## src/rtl/assert_macros.svh

```systemverilog
// Assertion macros shared by the request selector RTL
`ifndef ASSERT_MACROS_SVH
`define ASSERT_MACROS_SVH

`ifndef SYNTHESIS

// Property must hold at every clock edge outside reset
`define FEDF_ASSERT(label, clk, rst_n, prop) \
    label: assert property (@(posedge clk) disable iff (!rst_n) (prop)) \
        else $error("request selector assertion failed");

// Condition must never be true outside reset
`define FEDF_NEVER(label, clk, rst_n, cond) \
    label: assert property (@(posedge clk) disable iff (!rst_n) !(cond)) \
        else $error("request selector forbidden condition seen");

`else

`define FEDF_ASSERT(label, clk, rst_n, prop)
`define FEDF_NEVER(label, clk, rst_n, cond)

`endif

`endif

```

## src/rtl/fedf_pkg.sv

```systemverilog
// Types and constants shared by the request selector controller and datapath
package fedf_pkg;

    localparam int ID_W     = 4;
    localparam int TIME_W   = 32;
    localparam int DL_W     = 33;
    localparam int MASK_W   = 16;
    localparam int ID_COUNT = 16;

    // Input transaction layout
    localparam int IN_TDATA_W = 56;
    localparam int IN_TUSER_W = 2;

    // Configuration port
    localparam int CFG_IDX_W  = 1;
    localparam int CFG_DATA_W = 32;
    localparam logic [CFG_IDX_W-1:0] CFG_MODE    = 1'd0;
    localparam logic [CFG_IDX_W-1:0] CFG_BURNOUT = 1'd1;

    localparam logic MODE_FIFO = 1'b0;

    typedef enum logic [1:0] {
        OP_PUSH   = 2'd0,
        OP_REMOVE = 2'd1,
        OP_SELECT = 2'd2
    } op_t;

    typedef struct packed {
        logic [ID_W-1:0] id;
        logic [DL_W-1:0] deadline;
    } entry_t;

    // Controller to datapath
    typedef struct packed {
        logic load_in;
        logic push;
        logic scan_start;
        logic scan_step;
        logic set_found;
        logic shift_wr;
        logic cnt_dec;
        logic sel_clear;
        logic sel_update;
        logic out_load;
    } cmd_t;

    // Datapath to controller
    typedef struct packed {
        op_t  op;
        logic chk_valid;
        logic chk_match;
        logic reads_done;
        logic out_busy;
    } status_t;

endpackage

```

## src/rtl/fifo_edf_request_selector.sv

```systemverilog
// Top level of the FIFO / earliest-deadline-first request selector
// Each transaction on the slave side is one operation on an ordered queue of up to
// QUEUE_DEPTH requesters and gives one result transaction on the master side. A push
// passes through the execute and finish states before its result is registered; a select
// scans the N queued entries through the memory's single registered read port, one per
// cycle; a remove scans up to the matching entry and then moves every later entry up by
// one through the same port, each read overlapping the write of the entry before it. One
// operation is in progress at a time; the next is taken once the result is in the output
// register, even while that result still waits for m_tready. Configuration must be
// written only while the block is idle; the block itself does not enforce this. Queue
// entries need no clearing after reset.
module fifo_edf_request_selector
    import fedf_pkg::*;
#(
    parameter int QUEUE_DEPTH = 16
)
(
    input  logic                  clk,
    input  logic                  rst_n,
    // Configuration write port
    input  logic                  cfg_we,
    input  logic [CFG_IDX_W-1:0]  cfg_index,
    input  logic [CFG_DATA_W-1:0] cfg_data,
    // Operation stream
    input  logic                  s_tvalid,
    output logic                  s_tready,
    // requester_id[3:0], start_time[35:4], eligible_mask[51:36], zero pad
    input  logic [IN_TDATA_W-1:0] s_tdata,
    // op[1:0]
    input  logic [IN_TUSER_W-1:0] s_tuser,
    // Result stream
    output logic                  m_tvalid,
    input  logic                  m_tready,
    // grant_valid[0], grant_id[4:1], push_dropped[5], pop_found[6],
    // entry_count[7 +: CNT_W], zero pad
    output logic [((7 + $clog2(QUEUE_DEPTH + 1) + 7) / 8) * 8 - 1:0] m_tdata
);

    localparam int CNT_W = $clog2(QUEUE_DEPTH + 1);
    localparam int OUT_W = ((7 + CNT_W + 7) / 8) * 8;

    cmd_t    cmd;
    status_t st;

    fedf_ctrl u_ctrl (
        .clk      (clk),
        .rst_n    (rst_n),
        .s_tvalid (s_tvalid),
        .s_tready (s_tready),
        .st       (st),
        .cmd      (cmd)
    );

    fedf_dp #(
        .QUEUE_DEPTH (QUEUE_DEPTH),
        .CNT_W       (CNT_W),
        .OUT_W       (OUT_W)
    ) u_dp (
        .clk       (clk),
        .rst_n     (rst_n),
        .cfg_we    (cfg_we),
        .cfg_index (cfg_index),
        .cfg_data  (cfg_data),
        .s_tdata   (s_tdata),
        .s_tuser   (s_tuser),
        .m_tvalid  (m_tvalid),
        .m_tready  (m_tready),
        .m_tdata   (m_tdata),
        .cmd       (cmd),
        .st        (st)
    );

endmodule

```

## src/rtl/fedf_ctrl.sv

```systemverilog
// Sequencer for push, remove and select transactions of the request selector
module fedf_ctrl
    import fedf_pkg::*;
(
    input  logic    clk,
    input  logic    rst_n,
    input  logic    s_tvalid,
    output logic    s_tready,
    input  status_t st,
    output cmd_t    cmd
);

    typedef enum logic [2:0] {
        ST_IDLE,
        ST_EXEC,
        ST_SCAN,
        ST_SHIFT,
        ST_SELECT,
        ST_FINISH
    } state_t;

    state_t state_reg;
    state_t state_next;

    // Next state and datapath commands
    always_comb
    begin
        state_next = state_reg;
        cmd        = '0;
        unique case (state_reg)
            ST_IDLE:
            begin
                if (s_tvalid)
                begin
                    cmd.load_in = 1'b1;
                    state_next  = ST_EXEC;
                end
            end
            ST_EXEC:
            begin
                unique case (st.op)
                    OP_PUSH:
                    begin
                        cmd.push   = 1'b1;
                        state_next = ST_FINISH;
                    end
                    OP_REMOVE:
                    begin
                        cmd.scan_start = 1'b1;
                        state_next     = ST_SCAN;
                    end
                    OP_SELECT:
                    begin
                        cmd.scan_start = 1'b1;
                        cmd.sel_clear  = 1'b1;
                        state_next     = ST_SELECT;
                    end
                    default:
                    begin
                        state_next = ST_FINISH;
                    end
                endcase
            end
            ST_SCAN:
            begin
                cmd.scan_step = 1'b1;
                priority if (st.chk_valid && st.chk_match)
                begin
                    cmd.set_found = 1'b1;
                    state_next    = ST_SHIFT;
                end
                else if (st.reads_done && !st.chk_valid)
                begin
                    state_next = ST_FINISH;
                end
            end
            ST_SHIFT:
            begin
                cmd.scan_step = 1'b1;
                cmd.shift_wr  = 1'b1;
                if (st.reads_done && !st.chk_valid)
                begin
                    cmd.cnt_dec = 1'b1;
                    state_next  = ST_FINISH;
                end
            end
            ST_SELECT:
            begin
                cmd.scan_step  = 1'b1;
                cmd.sel_update = 1'b1;
                if (st.reads_done && !st.chk_valid)
                begin
                    state_next = ST_FINISH;
                end
            end
            ST_FINISH:
            begin
                if (!st.out_busy)
                begin
                    cmd.out_load = 1'b1;
                    state_next   = ST_IDLE;
                end
            end
            default:
            begin
                state_next = ST_IDLE;
            end
        endcase
    end

    // State register
    always_ff @(posedge clk or negedge rst_n)
    begin
        if (!rst_n)
        begin
            state_reg <= ST_IDLE;
        end
        else
        begin
            state_reg <= state_next;
        end
    end

    assign s_tready = (state_reg == ST_IDLE);

endmodule

```

## src/rtl/fedf_dp.sv

```systemverilog
// Queue storage, scan pipeline, selection tracking and result register
module fedf_dp
    import fedf_pkg::*;
#(
    parameter int QUEUE_DEPTH = 16,
    parameter int CNT_W       = 5,
    parameter int OUT_W       = 16
)
(
    input  logic                  clk,
    input  logic                  rst_n,
    input  logic                  cfg_we,
    input  logic [CFG_IDX_W-1:0]  cfg_index,
    input  logic [CFG_DATA_W-1:0] cfg_data,
    input  logic [IN_TDATA_W-1:0] s_tdata,
    input  logic [IN_TUSER_W-1:0] s_tuser,
    output logic                  m_tvalid,
    input  logic                  m_tready,
    output logic [OUT_W-1:0]      m_tdata,
    input  cmd_t                  cmd,
    output status_t               st
);

    `include "assert_macros.svh"

    localparam int AW    = (QUEUE_DEPTH > 1) ? $clog2(QUEUE_DEPTH) : 1;
    localparam int RES_W = 7 + CNT_W;

    // Configuration registers
    logic              mode_reg;
    logic [TIME_W-1:0] burnout_reg;

    // Latched input transaction
    op_t               op_reg;
    logic [ID_W-1:0]   in_id_reg;
    logic [TIME_W-1:0] start_reg;
    logic [MASK_W-1:0] mask_reg;

    // Queue state
    entry_t            mem [QUEUE_DEPTH];
    logic [CNT_W-1:0]  count_reg;
    logic [CNT_W-1:0]  idx_reg;
    entry_t            rd_data_reg;
    logic [AW-1:0]     chk_idx_reg;
    logic              chk_valid_reg;

    // Per-transaction flags and selection
    logic              found_reg;
    logic              dropped_reg;
    logic              have_reg;
    logic [ID_W-1:0]   best_id_reg;
    logic [DL_W-1:0]   best_dl_reg;

    logic              out_valid_reg;
    logic [OUT_W-1:0]  out_data_reg;

    logic              full;
    logic              reads_done;
    logic              rd_issue;
    logic              mem_we;
    logic [AW-1:0]     mem_waddr;
    entry_t            mem_wdata;
    logic              eligible;
    logic              better;
    logic              take;
    logic [DL_W-1:0]   new_deadline;
    logic [RES_W-1:0]  result;

    assign full         = (count_reg == CNT_W'(QUEUE_DEPTH));
    assign reads_done   = (idx_reg >= count_reg);
    assign rd_issue     = cmd.scan_step && !reads_done;
    assign new_deadline = {1'b0, start_reg} + {1'b0, burnout_reg};

    // Single write port: append on push, move one entry up during removal
    always_comb
    begin
        mem_we    = 1'b0;
        mem_waddr = count_reg[AW-1:0];
        mem_wdata = '{id: in_id_reg, deadline: new_deadline};
        priority if (cmd.push && !full)
        begin
            mem_we = 1'b1;
        end
        else if (cmd.shift_wr && chk_valid_reg)
        begin
            mem_we    = 1'b1;
            mem_waddr = chk_idx_reg - 1'b1;
            mem_wdata = rd_data_reg;
        end
    end

    // Entry memory with registered read
    always_ff @(posedge clk)
    begin
        if (mem_we)
        begin
            mem[mem_waddr] <= mem_wdata;
        end
        if (rd_issue)
        begin
            rd_data_reg <= mem[idx_reg[AW-1:0]];
            chk_idx_reg <= idx_reg[AW-1:0];
        end
    end

    // Selection compare on the entry just read
    always_comb
    begin
        eligible = (32'(rd_data_reg.id) < ID_COUNT) && mask_reg[rd_data_reg.id];
        better   = (rd_data_reg.deadline < best_dl_reg) ||
                   ((rd_data_reg.deadline == best_dl_reg) &&
                    (rd_data_reg.id > best_id_reg));
        if (mode_reg == MODE_FIFO)
        begin
            take = cmd.sel_update && chk_valid_reg && eligible && !have_reg;
        end
        else
        begin
            take = cmd.sel_update && chk_valid_reg && eligible && (!have_reg || better);
        end
    end

    // Selection payload
    always_ff @(posedge clk)
    begin
        if (take)
        begin
            best_id_reg <= rd_data_reg.id;
            best_dl_reg <= rd_data_reg.deadline;
        end
    end

    // Input transaction payload
    always_ff @(posedge clk)
    begin
        if (cmd.load_in)
        begin
            op_reg    <= op_t'(s_tuser);
            in_id_reg <= s_tdata[ID_W-1:0];
            start_reg <= s_tdata[ID_W+TIME_W-1:ID_W];
            mask_reg  <= s_tdata[ID_W+TIME_W+MASK_W-1:ID_W+TIME_W];
        end
    end

    // Result fields, lowest bit first
    always_comb
    begin
        result = '0;
        result[0]       = (op_reg == OP_SELECT) && have_reg;
        result[4:1]     = ((op_reg == OP_SELECT) && have_reg) ? best_id_reg : '0;
        result[5]       = (op_reg == OP_PUSH) && dropped_reg;
        result[6]       = (op_reg == OP_REMOVE) && found_reg;
        result[RES_W-1:7] = count_reg;
    end

    always_ff @(posedge clk)
    begin
        if (cmd.out_load)
        begin
            out_data_reg <= OUT_W'(result);
        end
    end

    // Control registers
    always_ff @(posedge clk or negedge rst_n)
    begin
        if (!rst_n)
        begin
            mode_reg      <= 1'b0;
            burnout_reg   <= '0;
            count_reg     <= '0;
            idx_reg       <= '0;
            chk_valid_reg <= 1'b0;
            found_reg     <= 1'b0;
            dropped_reg   <= 1'b0;
            have_reg      <= 1'b0;
            out_valid_reg <= 1'b0;
        end
        else
        begin
            // Configuration writes
            if (cfg_we && (cfg_index == CFG_MODE))
            begin
                mode_reg <= cfg_data[0];
            end
            if (cfg_we && (cfg_index == CFG_BURNOUT))
            begin
                burnout_reg <= cfg_data[TIME_W-1:0];
            end

            if (cmd.load_in)
            begin
                found_reg   <= 1'b0;
                dropped_reg <= 1'b0;
            end

            // Push: append or drop
            if (cmd.push)
            begin
                dropped_reg <= full;
                if (!full)
                begin
                    count_reg <= count_reg + 1'b1;
                end
            end
            if (cmd.cnt_dec)
            begin
                count_reg <= count_reg - 1'b1;
            end

            // Scan read pointer
            if (cmd.scan_start)
            begin
                idx_reg       <= '0;
                chk_valid_reg <= 1'b0;
            end
            else if (cmd.scan_step)
            begin
                chk_valid_reg <= rd_issue;
                if (rd_issue)
                begin
                    idx_reg <= idx_reg + 1'b1;
                end
            end

            if (cmd.set_found)
            begin
                found_reg <= 1'b1;
            end

            if (cmd.sel_clear)
            begin
                have_reg <= 1'b0;
            end
            else if (take)
            begin
                have_reg <= 1'b1;
            end

            // Output register
            if (cmd.out_load)
            begin
                out_valid_reg <= 1'b1;
            end
            else if (m_tready)
            begin
                out_valid_reg <= 1'b0;
            end
        end
    end

    assign m_tvalid = out_valid_reg;
    assign m_tdata  = out_data_reg;

    assign st.op         = op_reg;
    assign st.chk_valid  = chk_valid_reg;
    assign st.chk_match  = (rd_data_reg.id == in_id_reg);
    assign st.reads_done = reads_done;
    assign st.out_busy   = out_valid_reg && !m_tready;

    `FEDF_NEVER(a_count_bound, clk, rst_n, count_reg > CNT_W'(QUEUE_DEPTH))
    `FEDF_ASSERT(a_shift_addr, clk, rst_n, (cmd.shift_wr && chk_valid_reg) |-> (chk_idx_reg != '0))
    `FEDF_ASSERT(a_dec_nonempty, clk, rst_n, cmd.cnt_dec |-> (count_reg != '0))
    `FEDF_ASSERT(a_push_full_hold, clk, rst_n, (cmd.push && full) |=> (count_reg == $past(count_reg)))

endmodule
```

## config.mk

```make
export PLATFORM = sky130hd
export DESIGN_NAME = fifo_edf_request_selector
export DESIGN_NICKNAME = d
export VERILOG_FILES = /design/src/rtl/fedf_pkg.sv /design/src/rtl/fifo_edf_request_selector.sv /design/src/rtl/fedf_ctrl.sv /design/src/rtl/fedf_dp.sv
export VERILOG_INCLUDE_DIRS = /design/src /design/src/rtl
export SDC_FILE = /design/constraint.sdc
export NUM_CORES = 1
export LEC_CHECK = 0
export ABC_AREA = 1
export BUFFER_PORTS_ARGS = -buffer_cell sky130_fd_sc_hd__buf_2
export CORE_UTILIZATION = 55
export CTS_CLUSTER_SIZE = 25
export DETAILED_ROUTE_END_ITERATION = 7
export PLACE_DENSITY = 0.74
export SLEW_MARGIN = 0
export SYNTH_ARGS = -nofsm -noshare
export SYNTH_HDL_FRONTEND = slang
export SYNTH_HIERARCHICAL = 1
export SYNTH_SLANG_ARGS = --single-unit
```

## constraint.sdc

```tcl
create_clock -name clk -period 11.3 [get_ports clk]
set_input_delay 1.13 -clock clk [delete_from_list [all_inputs] [get_ports clk]]
set_output_delay 1.13 -clock clk [all_outputs]
set_load 0.02 [all_outputs]
```

==> run metrics <==
vias in the first global route=approximately 23000; WS Path Type=flip-flop to flip-flop; post-synthesis sequential area ratio=0.691; H-tree depth=3; CP arrival=between 4 and 5 ns; Ys Warns=6; Routed WL per cell=22.6 um; clock sink count=between 700 and 800; TritonCTS Buffers=roughly 80; Yosys cell types=between 50 and 60; Seq cells post-synth=787; layout cells sized above 1=0.124; Yosys top cell by area=edfxtp_1; IO Pins=roughly 110; # nets final=between 3000 and 4000; Vias=about 23000; hpwl dp=around 47000 um; antenna violations before repair=0; end-of-flow core utilization=0.624; CP max FO=62; status=finished, final reports clean; Tmin final=around 4.5 ns; RSZ-0062 raised after global routing=no; clk slew on worst S/H paths=approximately 0.06 ns; Gate power share=0.275; Worst path max stage delay=~0.73 ns; Met2 Wirelength=40800 um; Max Clock Skew=0.0162 ns; Worst-Skew Late Latency=0.62 ns; GP Congestion=a little under 1; CP max-delay cell=nor2_4; Mapped Avg Cell Area=between 10 and 15 um^2; top-area cell type share of the netlist area=0.653; FMAX=0.222 GHz; row count=90; Psw=about 3.2 mW; max reg flops=slightly below 600; Synth async-reset ratio=0.0648; Slew HR=0.206; fin. max-slew vios=0; Die Wd=about 250 um; switching share of power=0.339; Initial Util=0.559; Worst-Margin Slew=1.18 ns; Mapped Cells=approximately 2800; Routed met3 length=between 8000 and 9000 um; final setup vio count=0; Power Density=~250 nW/um^2; TNS Setup=0 ns; total grt overflow=0; final wirelength=84700 um; remaining antenna violation count=0; Design Area, Final=37800 um^2; die height=~250 um; Tot Pwr=9.37 mW; CTS root buf=clkbuf_16; largest net degree at the start of global routing=130; max-capacitance violation count=0; leading post-synthesis cells by cell area=edfxtp_1 65%, o21ai_0 4.9%, nor2_1 4.6%, nand2_1 4.0%, dfrtp_1 3.8%; crit path capture type=flip-flop; Buffers & Inverters on Critical Path=5; CTS Hold Buffers Added=0; Detailed Route Iter0 Violations=~2600; Int Power=slightly above 6 mW; post-cts sizing count=0; commonest non-fill, non-tap cell in the layout=edfxtp_1; cell area after synthesis=between 30000 and 40000 um^2; Post-synth EDFFs=about 740; Die Area=between 60000 and 70000 um^2; leak pwr=about 14 nW; CP cell instances=inv_1, ha_1, inv_1, nor2_1, nand2_4, nand2_4, inv_2, nand2_1, o21ai_2, inv_1, nand2_1, nor2_4, buf_4; Required @ worst endpoint=11.56 ns; Synth Flop Type=edfxtp_1; area delta synth->final=11.7%; Clk pwr share=0.287; final worst-path cycle share=0.398; routed vias/inst=between 6 and 7; drt first pass iters=6; peak supply drop=roughly 170 uV; CORE AREA=between 60000 and 70000 um^2; hold crit path type=flip-flop to flip-flop; CP dominant cell by count=inv_1; GRT Total Usage=0.272; Ant. Diodes=0; Post-CTS Setup Repair Bufs=0; IO Port Bufs=105; met1 wire length=between 30000 and 40000 um; sequential share of power=0.438; first-pass GRT wire length=about 130000 um; CTS tree=yes; DRC viols=0; Longest Clk Path Bufs=3; Final Hold Fails=0; max layer used=met4; most frequent cells in the layout=736 x edfxtp_1, 395 x nor2_1, 361 x nand2_1; crit start category=flip-flop; DP Area=35100 um^2; CP top delay family=simple AND/OR/NAND/NOR gates
==> final timing paths <==
kind / from / end / cells past startpoint / slack (ns)
setup / recovery: u_dp/op_reg[1]$_DFFE_PP_ / u_dp/mem[10][5]$_DFFE_PP_ / 13 / 6.80
hold / removal: u_dp/count_reg[4]$_DFFE_PN0P_ / u_dp/m_tdata[11]$_DFFE_PP_ / 0 / 0.47
setup reg to reg: u_dp/op_reg[1]$_DFFE_PP_ / u_dp/mem[10][5]$_DFFE_PP_ / 13 / 6.80
hold reg to reg: u_dp/count_reg[4]$_DFFE_PN0P_ / u_dp/m_tdata[11]$_DFFE_PP_ / 0 / 0.47
max in group asynchronous: rst_n / u_dp/idx_reg[0]$_DFFE_PN0P_ / 2 / 10.12
min in group asynchronous: rst_n / u_dp/burnout_reg[8]$_DFFE_PN0P_ / 2 / 0.63
==> kinds of logic after synthesis <==
| group | synth area share |
|---|---|
| and+or+nand+nor | 0.118 |
| DFF | 0.691 |
| AOI/OAI and AO/OA | 0.101 |
| buffers and inverters | 0.0429 |
| adders and majority gates | 0.0319 |
| muxes | 0.0103 |
| xor gates and xnor gates | 0.00466 |
| other | 0.000111 |
==> layout make-up <==
| type | instances | area (um^2) |
|---|---|---|
| flip-flops and latches | 787 | 23400 |
| fillers | 4461 | 22800 |
| well taps | 782 | 978 |
| inverters | 195 | 739 |
| multi-input cells | 1696 | 9170 |
| clock buffers | 98 | 2090 |
| repair buffers | 147 | 853 |
| clock inverters | 44 | 589 |
==> metrics by stage <==
stage,hold slack (ns),std cells,worst slack (ns)
2_1_floorplan,0.425,2814,7.35
3_3_place_gp,0.445,3607,6.95
3_5_place_dp,0.435,3607,6.85
4_1_cts,0.463,3749,6.82
5_1_grt,0.478,3749,6.59
6_report,0.471,3749,6.80
==> power by group through the flow <==
stage | clock network [mW] | registers (mW) | logic (mW)
finish | 2.69 | 4.10 | 2.58
global route | 2.83 | 4.13 | 2.84
CTS | 2.72 | 4.10 | 2.54
detailed placement | 0 | 4.15 | 2.51
global placement | 0 | 4.14 | 2.40
floorplan | 0 | 4.07 | 1.77
==> synth_stat cells (all sizes together) (2+ instances only) <==
| cell type | instances |
|---|---|
| o21ai | 346 |
| xor2 | 7 |
| nand2 | 377 |
| nor3 | 12 |
| o21a | 2 |
| dfrtp | 51 |
| or2 | 15 |
| nand4 | 17 |
| o211ai | 23 |
| mux2 | 31 |
| nand3 | 116 |
| fa | 2 |
| o22ai | 92 |
| inv | 192 |
| nand3b | 2 |
| clkinv | 3 |
| o21bai | 7 |
| o221ai | 57 |
| a31oi | 2 |
| xnor2 | 11 |
| edfxtp | 736 |
| ha | 83 |
| nor4 | 3 |
| nor2 | 418 |
| buf | 71 |
| a21o | 2 |
| clkbuf | 65 |
| a21oi | 61 |
==> metal layers <==
metal	track usage	vias up
li1	-	10200
met1	0.366	11000
met2	0.448	1270
met3	0.0388	199
met4	0.107	0
met5	0	-
(Power assumes the default switching activity.)
